<file path="src/rtl/sha1_pkg.sv">
`timescale 1ns / 1ps
// ----------------------------------------------------------------------------
// sha1_pkg
// Shared types and constants for the SHA-1 byte-stream engine.
// ----------------------------------------------------------------------------
package sha1_pkg;

  typedef logic [31:0] word_t;
  typedef logic [5:0]  byte_pos_t;
  typedef logic [6:0]  round_t;
  typedef logic [2:0]  word_idx_t;

  typedef struct packed {
    word_t a;
    word_t b;
    word_t c;
    word_t d;
    word_t e;
  } abcde_t;

  typedef enum logic [2:0] {
    ST_IDLE,
    ST_PAD,
    ST_ROUND,
    ST_FOLD,
    ST_OUT
  } state_t;

  localparam logic ACT_ABSORB = 1'b0;
  localparam logic ACT_FINISH = 1'b1;

  localparam word_t K_0 = 32'h5A82_7999;
  localparam word_t K_1 = 32'h6ED9_EBA1;
  localparam word_t K_2 = 32'h8F1B_BCDC;
  localparam word_t K_3 = 32'hCA62_C1D6;

  localparam word_t H_INIT_0 = 32'h6745_2301;
  localparam word_t H_INIT_1 = 32'hEFCD_AB89;
  localparam word_t H_INIT_2 = 32'h98BA_DCFE;
  localparam word_t H_INIT_3 = 32'h1032_5476;
  localparam word_t H_INIT_4 = 32'hC3D2_E1F0;

  localparam round_t    ROUND_F1   = 7'd20;
  localparam round_t    ROUND_F2   = 7'd40;
  localparam round_t    ROUND_F3   = 7'd60;
  localparam round_t    ROUND_LAST = 7'd79;

  localparam byte_pos_t POS_LEN    = 6'd56;   // bit position 448
  localparam byte_pos_t POS_LAST   = 6'd63;   // bit position 504
  localparam logic [7:0] PAD_MARK  = 8'h80;
  localparam word_idx_t LAST_WORD  = 3'd4;

endpackage

</file>
<file path="src/rtl/sha1_sched.sv">
`timescale 1ns / 1ps
// ----------------------------------------------------------------------------
// sha1_sched
// Sixteen-word block buffer. Takes message bytes big-endian, then acts as the
// message schedule window during compression: word 0 is the current W(t).
// ----------------------------------------------------------------------------
module sha1_sched
  import sha1_pkg::*;
(
  input  logic      clk,
  input  logic      wr_en,
  input  byte_pos_t wr_pos,
  input  logic [7:0] wr_byte,
  input  logic      shift_en,
  output word_t     wt
);

  word_t words_r [16];
  word_t w_new;

  // W(t+16) = rotl1(W(t+13) ^ W(t+8) ^ W(t+2) ^ W(t))
  always_comb begin
    w_new = words_r[13] ^ words_r[8] ^ words_r[2] ^ words_r[0];
    w_new = {w_new[30:0], w_new[31]};
  end

  assign wt = words_r[0];

  always_ff @(posedge clk) begin
    if (shift_en) begin
      for (int i = 0; i < 15; i++) begin
        words_r[i] <= words_r[i+1];
      end
      words_r[15] <= w_new;
    end else if (wr_en) begin
      words_r[wr_pos[5:2]][{~wr_pos[1:0], 3'b000} +: 8] <= wr_byte;
    end
  end

endmodule

</file>
<file path="src/rtl/sha1_round.sv">
`timescale 1ns / 1ps
// ----------------------------------------------------------------------------
// sha1_round
// One SHA-1 round: selects f and K by round number and updates a..e.
// ----------------------------------------------------------------------------
module sha1_round
  import sha1_pkg::*;
(
  input  abcde_t cur,
  input  round_t round,
  input  word_t  wt,
  output abcde_t nxt
);

  word_t f;
  word_t k;

  always_comb begin
    if (round < ROUND_F1) begin
      f = (cur.b & cur.c) | (~cur.b & cur.d);
      k = K_0;
    end else if (round < ROUND_F2) begin
      f = cur.b ^ cur.c ^ cur.d;
      k = K_1;
    end else if (round < ROUND_F3) begin
      f = (cur.b & cur.c) | (cur.b & cur.d) | (cur.c & cur.d);
      k = K_2;
    end else begin
      f = cur.b ^ cur.c ^ cur.d;
      k = K_3;
    end
  end

  always_comb begin
    nxt.a = {cur.a[26:0], cur.a[31:27]} + f + cur.e + k + wt;
    nxt.b = cur.a;
    nxt.c = {cur.b[1:0], cur.b[31:2]};
    nxt.d = cur.c;
    nxt.e = cur.d;
  end

endmodule

</file>
<file path="src/rtl/sha1_message_digest.sv">
`timescale 1ns / 1ps
// ----------------------------------------------------------------------------
// sha1_message_digest
// SHA-1 engine, one message byte per input item, five digest words out.
// ----------------------------------------------------------------------------
// Usage:
//   Input channel (in_valid/in_ready): in_action = 0 absorbs in_data_byte,
//   in_action = 1 ends the message. Output channel (out_valid/out_ready):
//   five items, out_word_index 0..4, out_last set on the fifth.
// Timing:
//   Absorb items are taken back to back while the engine is idle. The byte
//   that fills a 64-byte block starts a compression: the rounds on the shared
//   round unit, then one fold step; in_ready is low until the fold is done.
//   A finish item writes padding at one byte per cycle (9 to 72 bytes), runs
//   one or two compressions, then presents the digest words one per cycle
//   while out_ready is high. The round loop sets the throughput.
// Reset: chaining words load the SHA-1 initial values, the bit count clears,
//   the engine is idle and ready.
// Stall: while out_ready is low the current digest word holds; no new input
//   item is taken until the fifth word is delivered. Afterwards the engine
//   is back at its initial state for the next message.
// ----------------------------------------------------------------------------
module sha1_message_digest
  import sha1_pkg::*;
(
  input  logic        clk,
  input  logic        rst_n,
  input  logic        in_valid,
  output logic        in_ready,
  input  logic        in_action,
  input  logic [7:0]  in_data_byte,
  output logic        out_valid,
  input  logic        out_ready,
  output logic [2:0]  out_word_index,
  output logic [31:0] out_digest_word,
  output logic        out_last
);

  state_t       state_r, state_nxt;
  word_t        chain_r [5];
  word_t        chain_nxt [5];
  abcde_t       abcde_r, abcde_nxt, abcde_rnd;
  round_t       round_r, round_nxt;
  logic [60:0]  byte_cnt_r, byte_cnt_nxt;
  logic [63:0]  len_r, len_nxt;
  logic         finishing_r, finishing_nxt;
  logic         pad_first_r, pad_first_nxt;
  logic         len_phase_r, len_phase_nxt;
  logic         pad_done_r, pad_done_nxt;
  word_idx_t    idx_r, idx_nxt;

  byte_pos_t    pos;
  logic         in_acc;
  logic         out_acc;
  logic         is_len;
  logic [7:0]   pad_byte;
  logic         wr_en;
  logic [7:0]   wr_byte;
  logic         shift_en;
  word_t        wt;

  assign pos     = byte_cnt_r[5:0];
  assign in_acc  = in_valid && in_ready;
  assign out_acc = out_valid && out_ready;

  // length bytes start at position 56 once the marker byte is out
  assign is_len = !pad_first_r && (len_phase_r || (pos == POS_LEN));

  always_comb begin
    if (pad_first_r) begin
      pad_byte = PAD_MARK;
    end else if (is_len) begin
      pad_byte = len_r[{~pos[2:0], 3'b000} +: 8];
    end else begin
      pad_byte = 8'h00;
    end
  end

  sha1_sched u_sched (
    .clk      (clk),
    .wr_en    (wr_en),
    .wr_pos   (pos),
    .wr_byte  (wr_byte),
    .shift_en (shift_en),
    .wt       (wt)
  );

  sha1_round u_round (
    .cur   (abcde_r),
    .round (round_r),
    .wt    (wt),
    .nxt   (abcde_rnd)
  );

  // next state
  always_comb begin
    state_nxt = state_r;
    case (state_r)
      ST_IDLE: begin
        if (in_valid) begin
          if (in_action == ACT_FINISH) begin
            state_nxt = ST_PAD;
          end else if (pos == POS_LAST) begin
            state_nxt = ST_ROUND;
          end
        end
      end
      ST_PAD: begin
        if (pos == POS_LAST) begin
          state_nxt = ST_ROUND;
        end
      end
      ST_ROUND: begin
        if (round_r == ROUND_LAST) begin
          state_nxt = ST_FOLD;
        end
      end
      ST_FOLD: begin
        if (!finishing_r) begin
          state_nxt = ST_IDLE;
        end else if (pad_done_r) begin
          state_nxt = ST_OUT;
        end else begin
          state_nxt = ST_PAD;
        end
      end
      ST_OUT: begin
        if (out_ready && idx_r == LAST_WORD) begin
          state_nxt = ST_IDLE;
        end
      end
      default: state_nxt = ST_IDLE;
    endcase
  end

  // outputs and unit controls
  always_comb begin
    in_ready  = 1'b0;
    out_valid = 1'b0;
    wr_en     = 1'b0;
    wr_byte   = pad_byte;
    shift_en  = 1'b0;
    case (state_r)
      ST_IDLE: begin
        in_ready = 1'b1;
        wr_en    = in_valid && (in_action == ACT_ABSORB);
        wr_byte  = in_data_byte;
      end
      ST_PAD:   wr_en     = 1'b1;
      ST_ROUND: shift_en  = 1'b1;
      ST_OUT:   out_valid = 1'b1;
      default: ;
    endcase
  end

  assign out_word_index  = idx_r;
  assign out_digest_word = chain_r[idx_r];
  assign out_last        = (idx_r == LAST_WORD);

  // datapath next values
  always_comb begin
    for (int i = 0; i < 5; i++) begin
      chain_nxt[i] = chain_r[i];
    end
    abcde_nxt     = abcde_r;
    round_nxt     = round_r;
    byte_cnt_nxt  = byte_cnt_r;
    len_nxt       = len_r;
    finishing_nxt = finishing_r;
    pad_first_nxt = pad_first_r;
    len_phase_nxt = len_phase_r;
    pad_done_nxt  = pad_done_r;
    idx_nxt       = idx_r;

    if (wr_en) begin
      byte_cnt_nxt = byte_cnt_r + 61'd1;
      if (pos == POS_LAST) begin
        abcde_nxt = '{a: chain_r[0], b: chain_r[1], c: chain_r[2],
                      d: chain_r[3], e: chain_r[4]};
        round_nxt = '0;
      end
    end

    case (state_r)
      ST_IDLE: begin
        if (in_acc && in_action == ACT_FINISH) begin
          len_nxt       = {byte_cnt_r, 3'b000};
          finishing_nxt = 1'b1;
          pad_first_nxt = 1'b1;
          len_phase_nxt = 1'b0;
          pad_done_nxt  = 1'b0;
        end
      end
      ST_PAD: begin
        pad_first_nxt = 1'b0;
        if (is_len) begin
          len_phase_nxt = 1'b1;
          if (pos == POS_LAST) begin
            pad_done_nxt = 1'b1;
          end
        end
      end
      ST_ROUND: begin
        abcde_nxt = abcde_rnd;
        round_nxt = round_r + 7'd1;
      end
      ST_FOLD: begin
        chain_nxt[0] = chain_r[0] + abcde_r.a;
        chain_nxt[1] = chain_r[1] + abcde_r.b;
        chain_nxt[2] = chain_r[2] + abcde_r.c;
        chain_nxt[3] = chain_r[3] + abcde_r.d;
        chain_nxt[4] = chain_r[4] + abcde_r.e;
        idx_nxt      = '0;
      end
      ST_OUT: begin
        if (out_acc) begin
          if (idx_r == LAST_WORD) begin
            chain_nxt[0]  = H_INIT_0;
            chain_nxt[1]  = H_INIT_1;
            chain_nxt[2]  = H_INIT_2;
            chain_nxt[3]  = H_INIT_3;
            chain_nxt[4]  = H_INIT_4;
            byte_cnt_nxt  = '0;
            finishing_nxt = 1'b0;
            idx_nxt       = '0;
          end else begin
            idx_nxt = idx_r + 3'd1;
          end
        end
      end
      default: ;
    endcase
  end

  always_ff @(posedge clk) begin
    if (!rst_n) begin
      state_r     <= ST_IDLE;
      chain_r[0]  <= H_INIT_0;
      chain_r[1]  <= H_INIT_1;
      chain_r[2]  <= H_INIT_2;
      chain_r[3]  <= H_INIT_3;
      chain_r[4]  <= H_INIT_4;
      round_r     <= '0;
      byte_cnt_r  <= '0;
      finishing_r <= 1'b0;
      pad_first_r <= 1'b0;
      len_phase_r <= 1'b0;
      pad_done_r  <= 1'b0;
      idx_r       <= '0;
    end else begin
      state_r     <= state_nxt;
      for (int i = 0; i < 5; i++) begin
        chain_r[i] <= chain_nxt[i];
      end
      round_r     <= round_nxt;
      byte_cnt_r  <= byte_cnt_nxt;
      finishing_r <= finishing_nxt;
      pad_first_r <= pad_first_nxt;
      len_phase_r <= len_phase_nxt;
      pad_done_r  <= pad_done_nxt;
      idx_r       <= idx_nxt;
    end
  end

  always_ff @(posedge clk) begin
    abcde_r <= abcde_nxt;
    len_r   <= len_nxt;
  end

  // ---------------------------------------------------------------------------
  // Assertions
  // ---------------------------------------------------------------------------
  a_no_overlap: assert property (@(posedge clk) disable iff (!rst_n)
    !(in_ready && out_valid))
    else $error("input taken while digest pending");

  a_round_range: assert property (@(posedge clk) disable iff (!rst_n)
    (state_r == ST_ROUND) |-> (round_r <= ROUND_LAST))
    else $error("round counter out of range");

  a_idle_after_last: assert property (@(posedge clk) disable iff (!rst_n)
    (out_valid && out_ready && out_last) |=> (in_ready && byte_cnt_r == '0))
    else $error("engine not restarted after digest");

  a_out_after_pad: assert property (@(posedge clk) disable iff (!rst_n)
    $rose(out_valid) |-> (pad_done_r && out_word_index == '0))
    else $error("digest output before padding done");

endmodule

</file>
<file path="config.mk">
export PLATFORM = sky130hd
export DESIGN_NAME = sha1_message_digest
export DESIGN_NICKNAME = d
export VERILOG_FILES = /design/src/rtl/sha1_pkg.sv /design/src/rtl/sha1_sched.sv /design/src/rtl/sha1_round.sv /design/src/rtl/sha1_message_digest.sv
export SDC_FILE = /design/constraint.sdc
export NUM_CORES = 2
export LEC_CHECK = 0
export BUFFER_PORTS_ARGS = -buffer_cell sky130_fd_sc_hd__buf_2
export CAP_MARGIN = 20
export CORE_AREA = 2 2 309 311
export DETAILED_ROUTE_END_ITERATION = 8
export DIE_AREA = 0 0 311 313
export GPL_TIMING_DRIVEN = 0
export PLACE_DENSITY_LB_ADDON = 0.15
export SLEW_MARGIN = 25
export SYNTH_ARGS = -nofsm -noshare
export SYNTH_HDL_FRONTEND = slang
export SYNTH_SLANG_ARGS = --single-unit
export TNS_END_PERCENT = 10
</file>
<file path="constraint.sdc">
create_clock -name clk -period 6 [get_ports clk]
set_input_delay 1.5 -clock clk [delete_from_list [all_inputs] [get_ports clk]]
set_output_delay 1.5 -clock clk [all_outputs]
set_load 0.05 [all_outputs]
</file>
==> impl_summary.log <==
INFO  metric outcome = completed
INFO  metric min_delay_worst_endpoint = len_r[8]$_DFFE_PP_
INFO  metric worst-setup-path-type = register to register
INFO  metric ys_async_sr_fraction = 0%
INFO  metric overall_track_demand_over_capacity_in_global_routing = 35.15%
INFO  metric final_cell_mix = nand2_1 (1,215), o21ai_0 (758), edfxtp_1 (733)
INFO  metric cts_tree = done
INFO  metric post-route-worst-setup-slack = 0.2364 ns
INFO  metric fmaxAchievable = 0.1735 GHz
INFO  metric holdPathStages = 0
INFO  metric predominant_post_synthesis_flop_cell = edfxtp_1
INFO  metric synth_top_area_share = 40.59%
INFO  metric regToRegEndpoint = abcde_r[156]$_DFFE_PP_
INFO  metric number_of_enable_flip_flop_cells_after_synthesis = between 700 and 800
INFO  metric coreArea = roughly 0.094 mm²
INFO  metric placedInstanceArea = 0.05634 mm²
INFO  metric cts.clk_slew.worst_paths = about 0.06 ns
INFO  metric netlist_instances = 5,504
INFO  metric fillCellCount = 7,844
INFO  metric switching_share = 23.18%
INFO  metric power.total = 0.01432 W
INFO  metric synth_sequential_area_ratio = 49.48%
INFO  metric globalRouteOverflowTotal = 0
INFO  metric vdd_drop_max = ~0.00027 V
INFO  metric internal-power = ~0.011 W
INFO  metric detail_route.wl_per_cell = 24.65 µm
INFO  metric timing.max_cap.violations = 0
INFO  metric fin_crit_sh = 96.06%
INFO  metric layout_nets = 6,012
INFO  metric vias = 43,350
INFO  metric detailedPlace.worstSlack = -1.232 ns
INFO  metric antenna_cell_count = 0
INFO  metric placementRows = 113
INFO  metric clock_latency_on_the_worst_skew_pair = 0.72 ns
INFO  metric netlist.top_cell.by_area = edfxtp_1
INFO  metric cts-buffers-inserted = 104
INFO  metric avgSynthCellArea = 9.853 µm²
INFO  metric drt_first_pass_iters = 6
INFO  metric seq_power_share = about half
INFO  metric net-switching-power = around 0.0033 W
INFO  metric required = 6.43 ns
INFO  metric timing.max_slew.rel_slack = 14.98%
INFO  metric netlist_area = 0.05423 mm²
INFO  metric layout_min_cycle_time = slightly below 6 ns
INFO  metric totalWireLength = 173.3 mm
INFO  metric die_area = 0.09734 mm²
INFO  metric unrepaired_setup_endpoints_after_global_routing = false
INFO  metric grt_pass1_vias = between 40,000 and 50,000
INFO  metric crit_fanout = 8
INFO  metric antenna_left = 0
INFO  metric beginning_of_the_worst_register_to_register_path = round_r[3]$_SDFFE_PN0P_
INFO  metric top_level_ports = 51
INFO  metric regToRegSetupSlack = 0.24 ns
INFO  metric stdcell_area = 0.05995 mm²
INFO  metric layout-drive-gt1-share = 6.679%
INFO  metric static-leakage-power = between 20 and 25 nW
INFO  metric syn2layout_area_growth = 10.55%
INFO  metric cts-htree-levels = 3
INFO  metric postSynthNetCount = 5,843
INFO  metric clk_path_buf_depth = 3
INFO  metric ys_seq_elements = 974
INFO  metric global_route_wire_length_before_repair = roughly 260 mm
INFO  metric worst_hold_path_type = register to register
INFO  metric detailedPlacementHpwl = 130.5 mm
INFO  metric chipWidth = 311 µm
INFO  metric ys_types = 85
INFO  metric clkSinkCount = between 900 and 1,000
INFO  metric r2r_cells = 19
INFO  metric finalMaxSlewViolations = 0
INFO  metric antenna_violations_before_repair = 2
INFO  metric post-route-drc-count = 0
INFO  metric gp_congestion = 1.032
INFO  metric synthesis.yosys.warnings = 0
INFO  metric setup-violations-final = 0
INFO  metric initial_utilization = a little under three fifths
INFO  metric layout.cells.most_common = nand2_1
INFO  metric cts_root_buffer = clkbuf_16
INFO  metric power_density = 238.9 mW/mm²
INFO  metric final_core_utilization = a little under two thirds
INFO  metric timing.hold.worst.start = byte_cnt_r[5]$_SDFF_PN0_
INFO  metric clock_power_share = between 40% and 50%
INFO  metric drt-vias-per-instance = 6.167
INFO  metric final.setup_skew = 0.04544 ns
INFO  metric crit_path_start_kind = register
INFO  metric chipHeight = between 300 and 400 µm
INFO  metric maximum_number_of_pins_on_one_net_before_global_route_repair = 58
INFO  metric buffer_ports.inserted = 49
INFO  metric crit_arrival = 6.19 ns
INFO  metric initialDrtViolationCount = a little under 5,000
INFO  metric timing_worst_slew_pin_value = 1.262 ns
INFO  metric crit_path_end_kind = register
INFO  metric share_comb_of_total_power = under 10%
INFO  metric ranking_of_synthesized_cells_by_area = edfxtp_1 (41%), dfxtp_1 (8.9%), nand2_1 (8.4%), o21ai_0 (7.0%), ha_1 (4.8%)
INFO  metric hold_slack = approximately 0.44 ns
INFO  metric finalHoldViolCount = 0
==> what timing repair did <==
action                     4_1_cts  5_1_grt
cloned                           0        0
setup endpoints to repair       22        7
gates resized for setup         20       14
pin swaps                        1        0
setup buffers                    2        2
hold buffers                     0        0
==> per-layer routing <==
layer,share of wire (%),track usage (%),up-vias,wire (µm)
met5,0.013,0,-,23
met4,6.3,19.25,4,10900
met3,8.7,5.253,452,15080
met2,46,57.13,2124,79890
li1,-,-,19790,-
met1,39,45.64,20980,67380
==> cells by family (layout without fill, tap and decap cells) <==
kind of cell	count (synthesis)	in the layout	share of synthesized area (%)
flops	974	974	49.48
compound gates	1410	1410	15.20
fa+ha+maj	326	326	9.141
buf+inv	554	814	3.876
mux	127	127	3.465
simple gates	1820	1820	14.10
xor+xnor	293	293	4.732
==> sequential cells by signal (all words and copies together) (netlist names), named ones only <==
register and flops:
u_sched.words_r 512, abcde_r 160, chain_r 160, byte_cnt_r 61, len_r 61, round_r 7, out_word_index 3, state_r 3
finishing_r 1, len_phase_r 1, pad_done_r 1, pad_first_r 1
==> final cells by class <==
type,instances,area [µm²],area share (%)
flip-flops and latches,974,26840,44.76
clock inverters,66,636.9,1.062
multi-input cells,3976,25510,42.56
repair buffers,65,488.0,0.8139
inverters,299,1132,1.889
plain buffers,253,988.4,1.649
well taps,1265,1583,2.640
clock buffers,131,2775,4.629
==> synth_stat cells, types with 20 or more instances <==
master	n
inv_1	298
a21o_1	101
a31oi_1	26
mux2i_1	46
nand4_1	20
nor3_1	40
nand2b_1	22
o22ai_1	48
nor2_1	273
dfxtp_1	241
and3_1	29
o21ai_0	758
o21bai_1	20
ha_1	209
or3_1	28
a21oi_1	214
fa_1	117
a211oi_1	24
nor2b_1	24
edfxtp_1	733
mux2_2	36
a22oi_1	32
o211ai_1	23
o21a_1	26
and2_1	20
nand2_1	1216
xor2_1	122
nand3_1	79
mux4_2	45
clkbuf_1	238
xnor2_1	171
==> worst max path at each step <==
stage	endpoint	slack, ns	startpoint
CTS	abcde_r[156]$_DFFE_PP_	0.02	round_r[5]$_SDFFE_PN0P_
detailed placement	abcde_r[157]$_DFFE_PP_	-1.23	round_r[3]$_SDFFE_PN0P_
finish	abcde_r[156]$_DFFE_PP_	0.24	round_r[3]$_SDFFE_PN0P_
floorplan	abcde_r[0]$_DFFE_PP_	0.60	in_valid
global route	abcde_r[153]$_DFFE_PP_	0.03	round_r[5]$_SDFFE_PN0P_
global placement	abcde_r[59]$_DFFE_PP_	-1.59	in_valid
==> stage by stage <==
| step | std cells | TNS [ns] |
|---|---|---|
| after floorplan | 5504 | 0 |
| after global placement | 6818 | -266.49 |
| after detailed placement | 6830 | -11.81 |
| after CTS | 7028 | 0 |
| after global routing | 7029 | 0 |
| final | 7029 | 0 |
==> worst max-delay path, stage by stage (launching register included) <==
cell and delay [ns]:
dfxtp_1 0.45, o21ai_0 0.11, nand2_1 0.32, clkinvlp_4 0.30, nor2_2 0.30, inv_1 0.10, fa_1 0.57, inv_1 0.07
fa_1 0.53, inv_1 0.05, ha_1 0.32, o21ai_0 0.18, o211ai_1 0.36, nand3_1 0.27, a31oi_1 0.36, o21ai_0 0.20
a311oi_1 0.49, a31oi_1 0.22, xor2_1 0.18, o21ai_0 0.09
==> power groups by stage <==
stage                     registers [W]  clock network, W  logic [W]
after floorplan                 0.00734                 0   0.000370
after global placement          0.00736                 0   0.000565
after detailed placement        0.00735                 0   0.000578
after CTS                       0.00721           0.00652   0.000584
after global routing            0.00721           0.00679   0.000645
final                           0.00721           0.00652   0.000596
No activity file was read; power rests on OpenSTA's default activity.
